==> config.mk <==
export PLATFORM = sky130hd
export DESIGN_NAME = binomial_coefficient_unit_flat
export DESIGN_NICKNAME = d
export VERILOG_FILES = /design/src/bcu_pkg.sv /design/src/bcu_req_if.sv /design/src/bcu_rsp_if.sv /design/src/bcu_datapath.sv /design/src/bcu_ctrl.sv /design/src/binomial_coefficient_unit.sv /design/src/flat_wrapper.sv
export SDC_FILE = /design/constraint.sdc
export NUM_CORES = 2
export LEC_CHECK = 0
export ABC_AREA = 1
export BUFFER_PORTS_ARGS = -buffer_cell sky130_fd_sc_hd__buf_2
export CAP_MARGIN = 40
export CORE_MARGIN = 1.5
export CORE_UTILIZATION = 60
export CTS_CLUSTER_DIAMETER = 200
export DETAILED_ROUTE_END_ITERATION = 12
export PLACE_DENSITY = 0.76
export SYNTH_ARGS = -nofsm -noshare
export SYNTH_HDL_FRONTEND = slang
export SYNTH_SLANG_ARGS = --single-unit
==> constraint.sdc <==
create_clock -name clock -period 33.1 [get_ports clock]
set_input_delay 3.31 -clock clock [delete_from_list [all_inputs] [get_ports clock]]
set_output_delay 3.31 -clock clock [all_outputs]
set_load 0.02 [all_outputs]
==> src/bcu_pkg.sv <==
`default_nettype none

package bcu_pkg;

   // Width of the coefficient datapath; the port stays 64 bits.
   localparam int RESULT_WIDTH   = 64;
   localparam int OUT_WIDTH      = 64;
   localparam int ARG_WIDTH      = 8;

   // Running value times (n - i) before the exact divide.
   localparam int PROD_WIDTH     = RESULT_WIDTH + ARG_WIDTH;

   // Divider retires this many quotient bits per cycle.
   localparam int DIV_RADIX_BITS = 8;
   localparam int DIV_CYCLES     = (PROD_WIDTH + DIV_RADIX_BITS - 1) / DIV_RADIX_BITS;
   localparam int DIV_WIDTH      = DIV_CYCLES * DIV_RADIX_BITS;
   localparam int CNT_WIDTH      = $clog2(DIV_CYCLES);

   typedef struct packed {
      logic load;      // capture n, k; start a new transaction
      logic mul;       // running value times (n - i) into divider
      logic div;       // one radix step of the exact divide
      logic step;      // commit quotient, advance loop index
      logic set_ovf;   // quotient passed the result width
      logic out_load;  // move result into the output register
   } cmd_type;

   typedef struct packed {
      logic step_done; // loop index reached reduced k
      logic div_last;  // final divider cycle this step
      logic over;      // quotient exceeds result width
      logic out_busy;  // output register holds an untaken result
   } status_type;

endpackage

`default_nettype wire

==> src/bcu_req_if.sv <==
`default_nettype none

interface bcu_req_if;
   logic                        valid;
   logic                        ready;
   logic [bcu_pkg::ARG_WIDTH-1:0] set_size;
   logic [bcu_pkg::ARG_WIDTH-1:0] choose_count;

   modport source (output valid, output set_size, output choose_count, input ready);
   modport sink   (input valid, input set_size, input choose_count, output ready);
endinterface

`default_nettype wire

==> src/bcu_rsp_if.sv <==
`default_nettype none

interface bcu_rsp_if;
   logic                          valid;
   logic                          ready;
   logic [bcu_pkg::OUT_WIDTH-1:0] coefficient;
   logic                          overflow;

   modport source (output valid, output coefficient, output overflow, input ready);
   modport sink   (input valid, input coefficient, input overflow, output ready);
endinterface

`default_nettype wire

==> src/bcu_datapath.sv <==
`default_nettype none

module bcu_datapath (
   input  wire logic                          clock,
   input  wire logic                          reset,
   input  wire logic [bcu_pkg::ARG_WIDTH-1:0] set_size,
   input  wire logic [bcu_pkg::ARG_WIDTH-1:0] choose_count,
   input  wire bcu_pkg::cmd_type              cmd,
   output bcu_pkg::status_type                status,
   output logic                               rsp_valid,
   input  wire logic                          rsp_ready,
   output logic [bcu_pkg::OUT_WIDTH-1:0]      coefficient,
   output logic                               overflow
);

   localparam int RW = bcu_pkg::RESULT_WIDTH;
   localparam int AW = bcu_pkg::ARG_WIDTH;
   localparam int DW = bcu_pkg::DIV_WIDTH;
   localparam int RB = bcu_pkg::DIV_RADIX_BITS;

   logic [AW-1:0]                  n_ff, k_ff, i_ff;
   logic [RW-1:0]                  val_ff;
   logic                           ovf_ff;
   logic [DW-1:0]                  quot_ff, quot_in;
   logic [AW-1:0]                  rem_ff, rem_in;
   logic [bcu_pkg::CNT_WIDTH-1:0]  cnt_ff;
   logic                           rsp_valid_ff;
   logic [bcu_pkg::OUT_WIDTH-1:0]  coef_ff;
   logic                           out_ovf_ff;

   logic [AW-1:0]                  diff_nk, k_red, mult;
   logic                           invalid;
   logic [bcu_pkg::PROD_WIDTH-1:0] product;
   logic [AW:0]                    divisor;

   // k > n gives zero with no loop steps; otherwise k becomes min(k, n-k)
   assign invalid = choose_count > set_size;
   assign diff_nk = set_size - choose_count;
   assign k_red   = (choose_count > diff_nk) ? diff_nk : choose_count;

   assign mult    = n_ff - i_ff;
   assign product = bcu_pkg::PROD_WIDTH'(val_ff) * bcu_pkg::PROD_WIDTH'(mult);
   assign divisor = {1'b0, i_ff} + (AW+1)'(1);

   // Restoring division, RB quotient bits per cycle; remainder stays below divisor
   always_comb begin
      logic [DW-1:0] q;
      logic [AW-1:0] r;
      logic [AW:0]   t;
      q = quot_ff;
      r = rem_ff;
      for (int b = 0; b < RB; b++) begin
         t = {r, q[DW-1]};
         q = {q[DW-2:0], 1'b0};
         if (t >= divisor) begin
            t    = t - divisor;
            q[0] = 1'b1;
         end
         r = t[AW-1:0];
      end
      quot_in = q;
      rem_in  = r;
   end

   always_ff @(posedge clock) begin
      if (cmd.load) begin
         n_ff   <= set_size;
         k_ff   <= invalid ? '0 : k_red;
         i_ff   <= '0;
         val_ff <= invalid ? '0 : RW'(1);
         ovf_ff <= 1'b0;
      end
      if (cmd.mul) begin
         quot_ff <= DW'(product);
         rem_ff  <= '0;
         cnt_ff  <= '0;
      end
      if (cmd.div) begin
         quot_ff <= quot_in;
         rem_ff  <= rem_in;
         cnt_ff  <= cnt_ff + 1'b1;
      end
      if (cmd.step) begin
         val_ff <= quot_ff[RW-1:0];
         i_ff   <= i_ff + 1'b1;
      end
      if (cmd.set_ovf) begin
         ovf_ff <= 1'b1;
      end
      if (cmd.out_load) begin
         coef_ff    <= ovf_ff ? bcu_pkg::OUT_WIDTH'({RW{1'b1}})
                              : bcu_pkg::OUT_WIDTH'(val_ff);
         out_ovf_ff <= ovf_ff;
      end
   end

   always_ff @(posedge clock) begin
      if (reset) begin
         rsp_valid_ff <= 1'b0;
      end else if (cmd.out_load) begin
         rsp_valid_ff <= 1'b1;
      end else if (rsp_ready) begin
         rsp_valid_ff <= 1'b0;
      end
   end

   assign status.step_done = i_ff == k_ff;
   assign status.div_last  = cnt_ff == bcu_pkg::CNT_WIDTH'(bcu_pkg::DIV_CYCLES - 1);
   assign status.over      = |quot_ff[DW-1:RW];
   assign status.out_busy  = rsp_valid_ff & ~rsp_ready;

   assign rsp_valid   = rsp_valid_ff;
   assign coefficient = coef_ff;
   assign overflow    = out_ovf_ff;

endmodule

`default_nettype wire

==> src/bcu_ctrl.sv <==
`default_nettype none

module bcu_ctrl (
   input  wire logic                clock,
   input  wire logic                reset,
   input  wire logic                req_valid,
   output logic                     req_ready,
   input  wire bcu_pkg::status_type status,
   output bcu_pkg::cmd_type         cmd
);

   localparam logic [2:0] ST_IDLE  = 3'd0;
   localparam logic [2:0] ST_CHECK = 3'd1;
   localparam logic [2:0] ST_MUL   = 3'd2;
   localparam logic [2:0] ST_DIV   = 3'd3;
   localparam logic [2:0] ST_UPD   = 3'd4;
   localparam logic [2:0] ST_FIN   = 3'd5;

   logic [2:0] state_ff, state_in;

   assign req_ready = state_ff == ST_IDLE;

   always_comb begin
      cmd      = '0;
      state_in = state_ff;
      unique case (state_ff)
         ST_IDLE: begin
            if (req_valid) begin
               cmd.load = 1'b1;
               state_in = ST_CHECK;
            end
         end
         ST_CHECK: begin
            state_in = status.step_done ? ST_FIN : ST_MUL;
         end
         ST_MUL: begin
            cmd.mul  = 1'b1;
            state_in = ST_DIV;
         end
         ST_DIV: begin
            cmd.div = 1'b1;
            if (status.div_last) begin
               state_in = ST_UPD;
            end
         end
         ST_UPD: begin
            // first step past the result width ends the loop
            if (status.over) begin
               cmd.set_ovf = 1'b1;
               state_in    = ST_FIN;
            end else begin
               cmd.step = 1'b1;
               state_in = ST_CHECK;
            end
         end
         ST_FIN: begin
            if (!status.out_busy) begin
               cmd.out_load = 1'b1;
               state_in     = ST_IDLE;
            end
         end
         default: begin
            state_in = ST_IDLE;
         end
      endcase
   end

   always_ff @(posedge clock) begin
      if (reset) begin
         state_ff <= ST_IDLE;
      end else begin
         state_ff <= state_in;
      end
   end

endmodule

`default_nettype wire

==> src/binomial_coefficient_unit.sv <==
// Flow: accept, then a check; when the reduced k is 0 (or k > n) the result is loaded into
//   the output register once it is free. Otherwise s loop steps run (s = min(k, n-k), at
//   most 33 without overflow), and the loop ends at the step that overflows. A step is a
//   check, a 64x8 multiply, the radix-256 exact division and an update.
// One transaction at a time.
// Reset: synchronous, active high; clears the controller state and the result valid.
`default_nettype none

module binomial_coefficient_unit (
   input wire logic clock,
   input wire logic reset,
   bcu_req_if.sink  req_ch,
   bcu_rsp_if.source rsp_ch
);

   // Controller sequences the multiplicative loop; the datapath holds n, reduced k,
   // the loop index, the running value and the shift/subtract divider.
   bcu_pkg::cmd_type    cmd;
   bcu_pkg::status_type status;

   bcu_ctrl u_ctrl (
      .clock     (clock),
      .reset     (reset),
      .req_valid (req_ch.valid),
      .req_ready (req_ch.ready),
      .status    (status),
      .cmd       (cmd)
   );

   // Output register parts the two sides: a new transaction may be accepted while
   // the last result waits; the controller holds its result until the register frees.
   bcu_datapath u_datapath (
      .clock        (clock),
      .reset        (reset),
      .set_size     (req_ch.set_size),
      .choose_count (req_ch.choose_count),
      .cmd          (cmd),
      .status       (status),
      .rsp_valid    (rsp_ch.valid),
      .rsp_ready    (rsp_ch.ready),
      .coefficient  (rsp_ch.coefficient),
      .overflow     (rsp_ch.overflow)
   );

   // Never overwrite a result that has not been taken.
   a_no_clobber: assert property (@(posedge clock) disable iff (reset)
      cmd.out_load |-> !(rsp_ch.valid && !rsp_ch.ready))
      else $error("result register overwritten while pending");

   // Busy right after a transaction is accepted.
   a_busy_after_accept: assert property (@(posedge clock) disable iff (reset)
      (req_ch.valid && req_ch.ready) |=> !req_ch.ready)
      else $error("input accepted while busy");

   // Overflowed result is saturated.
   a_saturate: assert property (@(posedge clock) disable iff (reset)
      (rsp_ch.valid && rsp_ch.overflow) |->
         rsp_ch.coefficient == bcu_pkg::OUT_WIDTH'({bcu_pkg::RESULT_WIDTH{1'b1}}))
      else $error("overflow without saturation");

   // At most one datapath command per cycle.
   a_one_cmd: assert property (@(posedge clock) disable iff (reset)
      $onehot0({cmd.load, cmd.mul, cmd.div, cmd.step, cmd.set_ovf, cmd.out_load}))
      else $error("conflicting datapath commands");

endmodule

`default_nettype wire
==> src/flat_wrapper.sv <==
// flat-port wrapper written by rule: the top's interface ports become plain ports
module binomial_coefficient_unit_flat 
  (clock, reset, req_ch_valid, req_ch_set_size, req_ch_choose_count, req_ch_ready, rsp_ch_valid, rsp_ch_coefficient, rsp_ch_overflow, rsp_ch_ready);
  bcu_req_if req_ch_i ();
  bcu_rsp_if rsp_ch_i ();
  input wire logic clock;
  input wire logic reset;
  input wire logic [$bits(req_ch_i.valid)-1:0] req_ch_valid;
  input wire logic [$bits(req_ch_i.set_size)-1:0] req_ch_set_size;
  input wire logic [$bits(req_ch_i.choose_count)-1:0] req_ch_choose_count;
  output wire logic [$bits(req_ch_i.ready)-1:0] req_ch_ready;
  output wire logic [$bits(rsp_ch_i.valid)-1:0] rsp_ch_valid;
  output wire logic [$bits(rsp_ch_i.coefficient)-1:0] rsp_ch_coefficient;
  output wire logic [$bits(rsp_ch_i.overflow)-1:0] rsp_ch_overflow;
  input wire logic [$bits(rsp_ch_i.ready)-1:0] rsp_ch_ready;
  assign req_ch_i.valid = req_ch_valid;
  assign req_ch_i.set_size = req_ch_set_size;
  assign req_ch_i.choose_count = req_ch_choose_count;
  assign req_ch_ready = req_ch_i.ready;
  assign rsp_ch_valid = rsp_ch_i.valid;
  assign rsp_ch_coefficient = rsp_ch_i.coefficient;
  assign rsp_ch_overflow = rsp_ch_i.overflow;
  assign rsp_ch_i.ready = rsp_ch_ready;
  binomial_coefficient_unit u_core (.clock(clock), .reset(reset), .req_ch(req_ch_i), .rsp_ch(rsp_ch_i));
endmodule
==> results_dict.tcl <==
set metrics [dict create \
    n_antenna_cell 0 \
    dpl.hpwl_um 59700 \
    cpPeakStageDelay_ns 0.67 \
    synth_cell_types 51 \
    numCtsBuffers 31 \
    wire_per_inst_um 17.6 \
    coreArea_um2 48700 \
    die_y_um 225 \
    htreeDepth 1 \
    wl_um 77100 \
    die_area_um2 50600 \
    yosysTopAreaCellShare_pct 25.9 \
    synth.net_count 4214 \
    ant_nets 0 \
    final_cells 4372 \
    finalCritPeriodShare_pct 45.4 \
    cts_resized 0 \
    first_iter_violations 2152 \
    grt_overflow 0 \
    max_freq_ghz 0.0666 \
    grt_antenna_before_repair 0 \
    rr_endpoint "u_core.u_datapath.rem_ff[5]$_SDFFCE_PN0P_" \
    slew_violations 0 \
    ff2ff_setup_slack_ns 18.09 \
    cp_num_cells 84 \
    grtUsageTotal_pct 31.6 \
    max_slew_margin_pct 42.0 \
    seq_area_um2 7220 \
    worst-path-buf-inv 10 \
    grt_start_max_net_pins 74 \
    finalWeightedCongestion 0.949 \
    drc 0 \
    rows 81 \
    die_w_um 225 \
    yosys_warnings 0 \
    synth-seq-cells 242 \
    synthCells 3628 \
    syn_area_per_cell_um2 8.15 \
    clk_pin_slew_ns 0.06 \
    synth_area_leader_cell "fa_1" \
    fillCellCount 4141 \
    cp-end-kind "flip-flop" \
    vias_per_cell 5.53 \
    tightest_slew_ns 0.871 \
    outcome "finished clean" \
    mappedNetlistArea_um2 29600 \
    cts_setup_buffers 0 \
    hold_path.class "flip-flop to flip-flop" \
    dr.pass1.iters 5 \
    cp_max_fo 12 \
    place_inst 4314 \
    synth_area_leaders "fa_1 26%, edfxtp_1 24%, nand2_1 9.6%" \
    clockBufferDepth 3 \
    rr_worst_depth 84 \
    clock_skew_ns 0.0242 \
    crit_family "simple AND/OR/NAND/NOR gates" \
    multiInputGateArea_um2 19300 \
    critPathKind "flip-flop to flip-flop" \
    drv_cap 0 \
    fin_setup_tns_ns 0 \
    rsz0062_at_grt "false" \
    cp_common_cell "nand2_1" \
    setup_viol 0 \
    ys_seq_area_share_pct 24.4 \
    final_util_pct 65.3 \
    crit_start "u_core.u_datapath.i_ff[0]$_SDFFCE_PN0P_" \
    grt_pass1_vias 24300 \
    pin_count 87 \
    cts.sinks 242 \
    grt_pass1_wl_um 126000 \
    cts_hold_buf 0 \
    io_buffers 86 \
    finalHoldViolCount 0 \
    hold-worst-slack_ns 0.448 \
    crit_required_ns 33.45 \
    cts_tree "yes" \
    cp.arrival_ns 15.36 \
    cts_root_buf "clkbuf_16" \
    critPathCapture "u_core.u_datapath.rem_ff[5]$_SDFFCE_PN0P_" \
    dr_total_vias 24200 \
    synthToLayoutAreaGrowth_pct 7.73 \
    layout.nets 4270 \
    slowest_stage "ha_1" \
    worstSkewPairLatency_ns 0.61 \
    min_period_ns 15.01 \
    startpoint_type "flip-flop" \
    initial_core_util_pct 60.7 \
    rr_startpoint "u_core.u_datapath.i_ff[0]$_SDFFCE_PN0P_" \
    drive_gt1_share_pct 7.44 \
]
==> cells by family (layout without fill, tap and decap cells) <==
group / count (synthesis) / after routing / share of synthesized area (%)
buffers and inverters: 821 / 901 / 10.5
adders and majority gates: 566 / 566 / 33.6
and+or+nand+nor: 1456 / 1456 / 20.4
AOI/OAI and AO/OA: 462 / 462 / 8.67
xor gates and xnor gates: 81 / 81 / 2.40
DFF: 242 / 242 / 24.4
==> Yosys cell counts, drive strengths merged <==
master   instances
nor4             5
o2111ai          1
o41ai            1
a21boi           6
edfxtp         237
a31o             1
o31ai            4
o22ai            1
a21oi          185
a31oi           41
dfxtp            5
o21bai           9
inv            732
nor3            27
xnor2           29
a21o             9
nand3b           9
o311ai           1
o21ai          173
xor2            52
clkinv           2
or2             47
or3b             1
fa             382
nand2          775
o221ai           2
ha             184
o21a            13
nand3          117
a221oi           1
clkbuf          82
a211oi           4
o211ai          10
and2             4
buf              5
nand4           20
nor2           451
==> routing by layer <==
metal	track usage (%)	routed length, um	up-vias
met2	50.7	35300	984
met5	0	0	-
li1	-	-	11400
met3	4.93	6000	148
met1	44.6	33700	11600
met4	9.33	2140	0
==> cells in the final DEF, fill, tap and decap left out, drive strengths merged <==
cell type / synthesis / routed
nor3: 27 / 27
or2: 47 / 47
clkbuf: 82 / 32
clkinv: 2 / 10
nand3: 117 / 117
nor2: 451 / 451
a31oi: 41 / 41
xnor2: 29 / 29
bufinv: 0 / 6
and2: 4 / 4
o211ai: 10 / 10
a21oi: 185 / 185
o21bai: 9 / 9
a21o: 9 / 9
clkinvlp: 0 / 7
edfxtp: 237 / 237
nand4: 20 / 20
o31ai: 4 / 4
ha: 184 / 184
o221ai: 2 / 2
o311ai: 1 / 1
o2111ai: 1 / 1
inv: 732 / 736
a31o: 1 / 1
a221oi: 1 / 1
or3b: 1 / 1
fa: 382 / 382
xor2: 52 / 52
nand3b: 9 / 9
o21ai: 173 / 173
a211oi: 4 / 4
buf: 5 / 110
o21a: 13 / 13
nand2: 775 / 775
dfxtp: 5 / 5
nor4: 5 / 5
o41ai: 1 / 1
o22ai: 1 / 1
a21boi: 6 / 6
==> stage by stage <==
stage | setup slack, ns | instance area, um^2
floorplan | 20.31 | 29600
detailed placement | 17.94 | 30800
CTS | 17.94 | 31800
finish | 18.09 | 31900
global placement | 18.29 | 30700
global route | 16.55 | 31900
==> sequential cells by signal (all words and copies together) (netlist names), 3 cells and up <==
register,flops
u_core.u_ctrl.state_ff,3
u_core.u_datapath.val_ff,64
u_core.u_datapath.quot_ff,72
u_core.u_datapath.cnt_ff,4
u_core.u_datapath.n_ff,8
u_core.u_datapath.k_ff,8
u_core.u_datapath.rem_ff,8
u_core.u_datapath.coefficient,64
u_core.u_datapath.i_ff,8
==> worst register-to-register path: cells and delay by family, from the launching register on <==
kind | cells | cell delay (ns)
AND/OR/NAND/NOR | 40 | 4.50
AO/OA/AOI/OAI | 24 | 4.11
adder cells (fa/ha/maj) | 9 | 3.58
buffers and inverters | 10 | 1.92
flip-flops | 1 | 0.52
XOR/XNOR | 1 | 0.13
==> worst min-delay path by stage <==
| stage | start | endpoint | slack, ns | cells past startpoint |
|---|---|---|---|---|
| CTS | u_core.u_datapath.ovf_ff$_SDFFE_PP1P_ | u_core.u_datapath.overflow$_DFFE_PP_ | 0.45 | 0 |
| finish | u_core.u_datapath.ovf_ff$_SDFFE_PP1P_ | u_core.u_datapath.overflow$_DFFE_PP_ | 0.45 | 0 |
| global placement | u_core.u_datapath.ovf_ff$_SDFFE_PP1P_ | u_core.u_datapath.overflow$_DFFE_PP_ | 0.44 | 0 |
| detailed placement | u_core.u_datapath.ovf_ff$_SDFFE_PP1P_ | u_core.u_datapath.overflow$_DFFE_PP_ | 0.44 | 0 |
| global route | u_core.u_datapath.ovf_ff$_SDFFE_PP1P_ | u_core.u_datapath.overflow$_DFFE_PP_ | 0.47 | 0 |
| floorplan | u_core.u_datapath.ovf_ff$_SDFFE_PP1P_ | u_core.u_datapath.overflow$_DFFE_PP_ | 0.41 | 0 |
==> final cells by class <==
| cell class | instances | area share [%] |
|---|---|---|
| sequential | 242 | 22.7 |
| clock buffer | 32 | 2.45 |
| multi-input combinational | 2565 | 60.6 |
| clock inverter | 25 | 0.931 |
| timing repair buffer | 110 | 2.11 |
| inverter | 734 | 8.65 |
| tap | 664 | 2.61 |
Power is left out: the tool's default activity adds up to more than one toggle a clock period on the data nets, which glitch-free logic cannot reach.
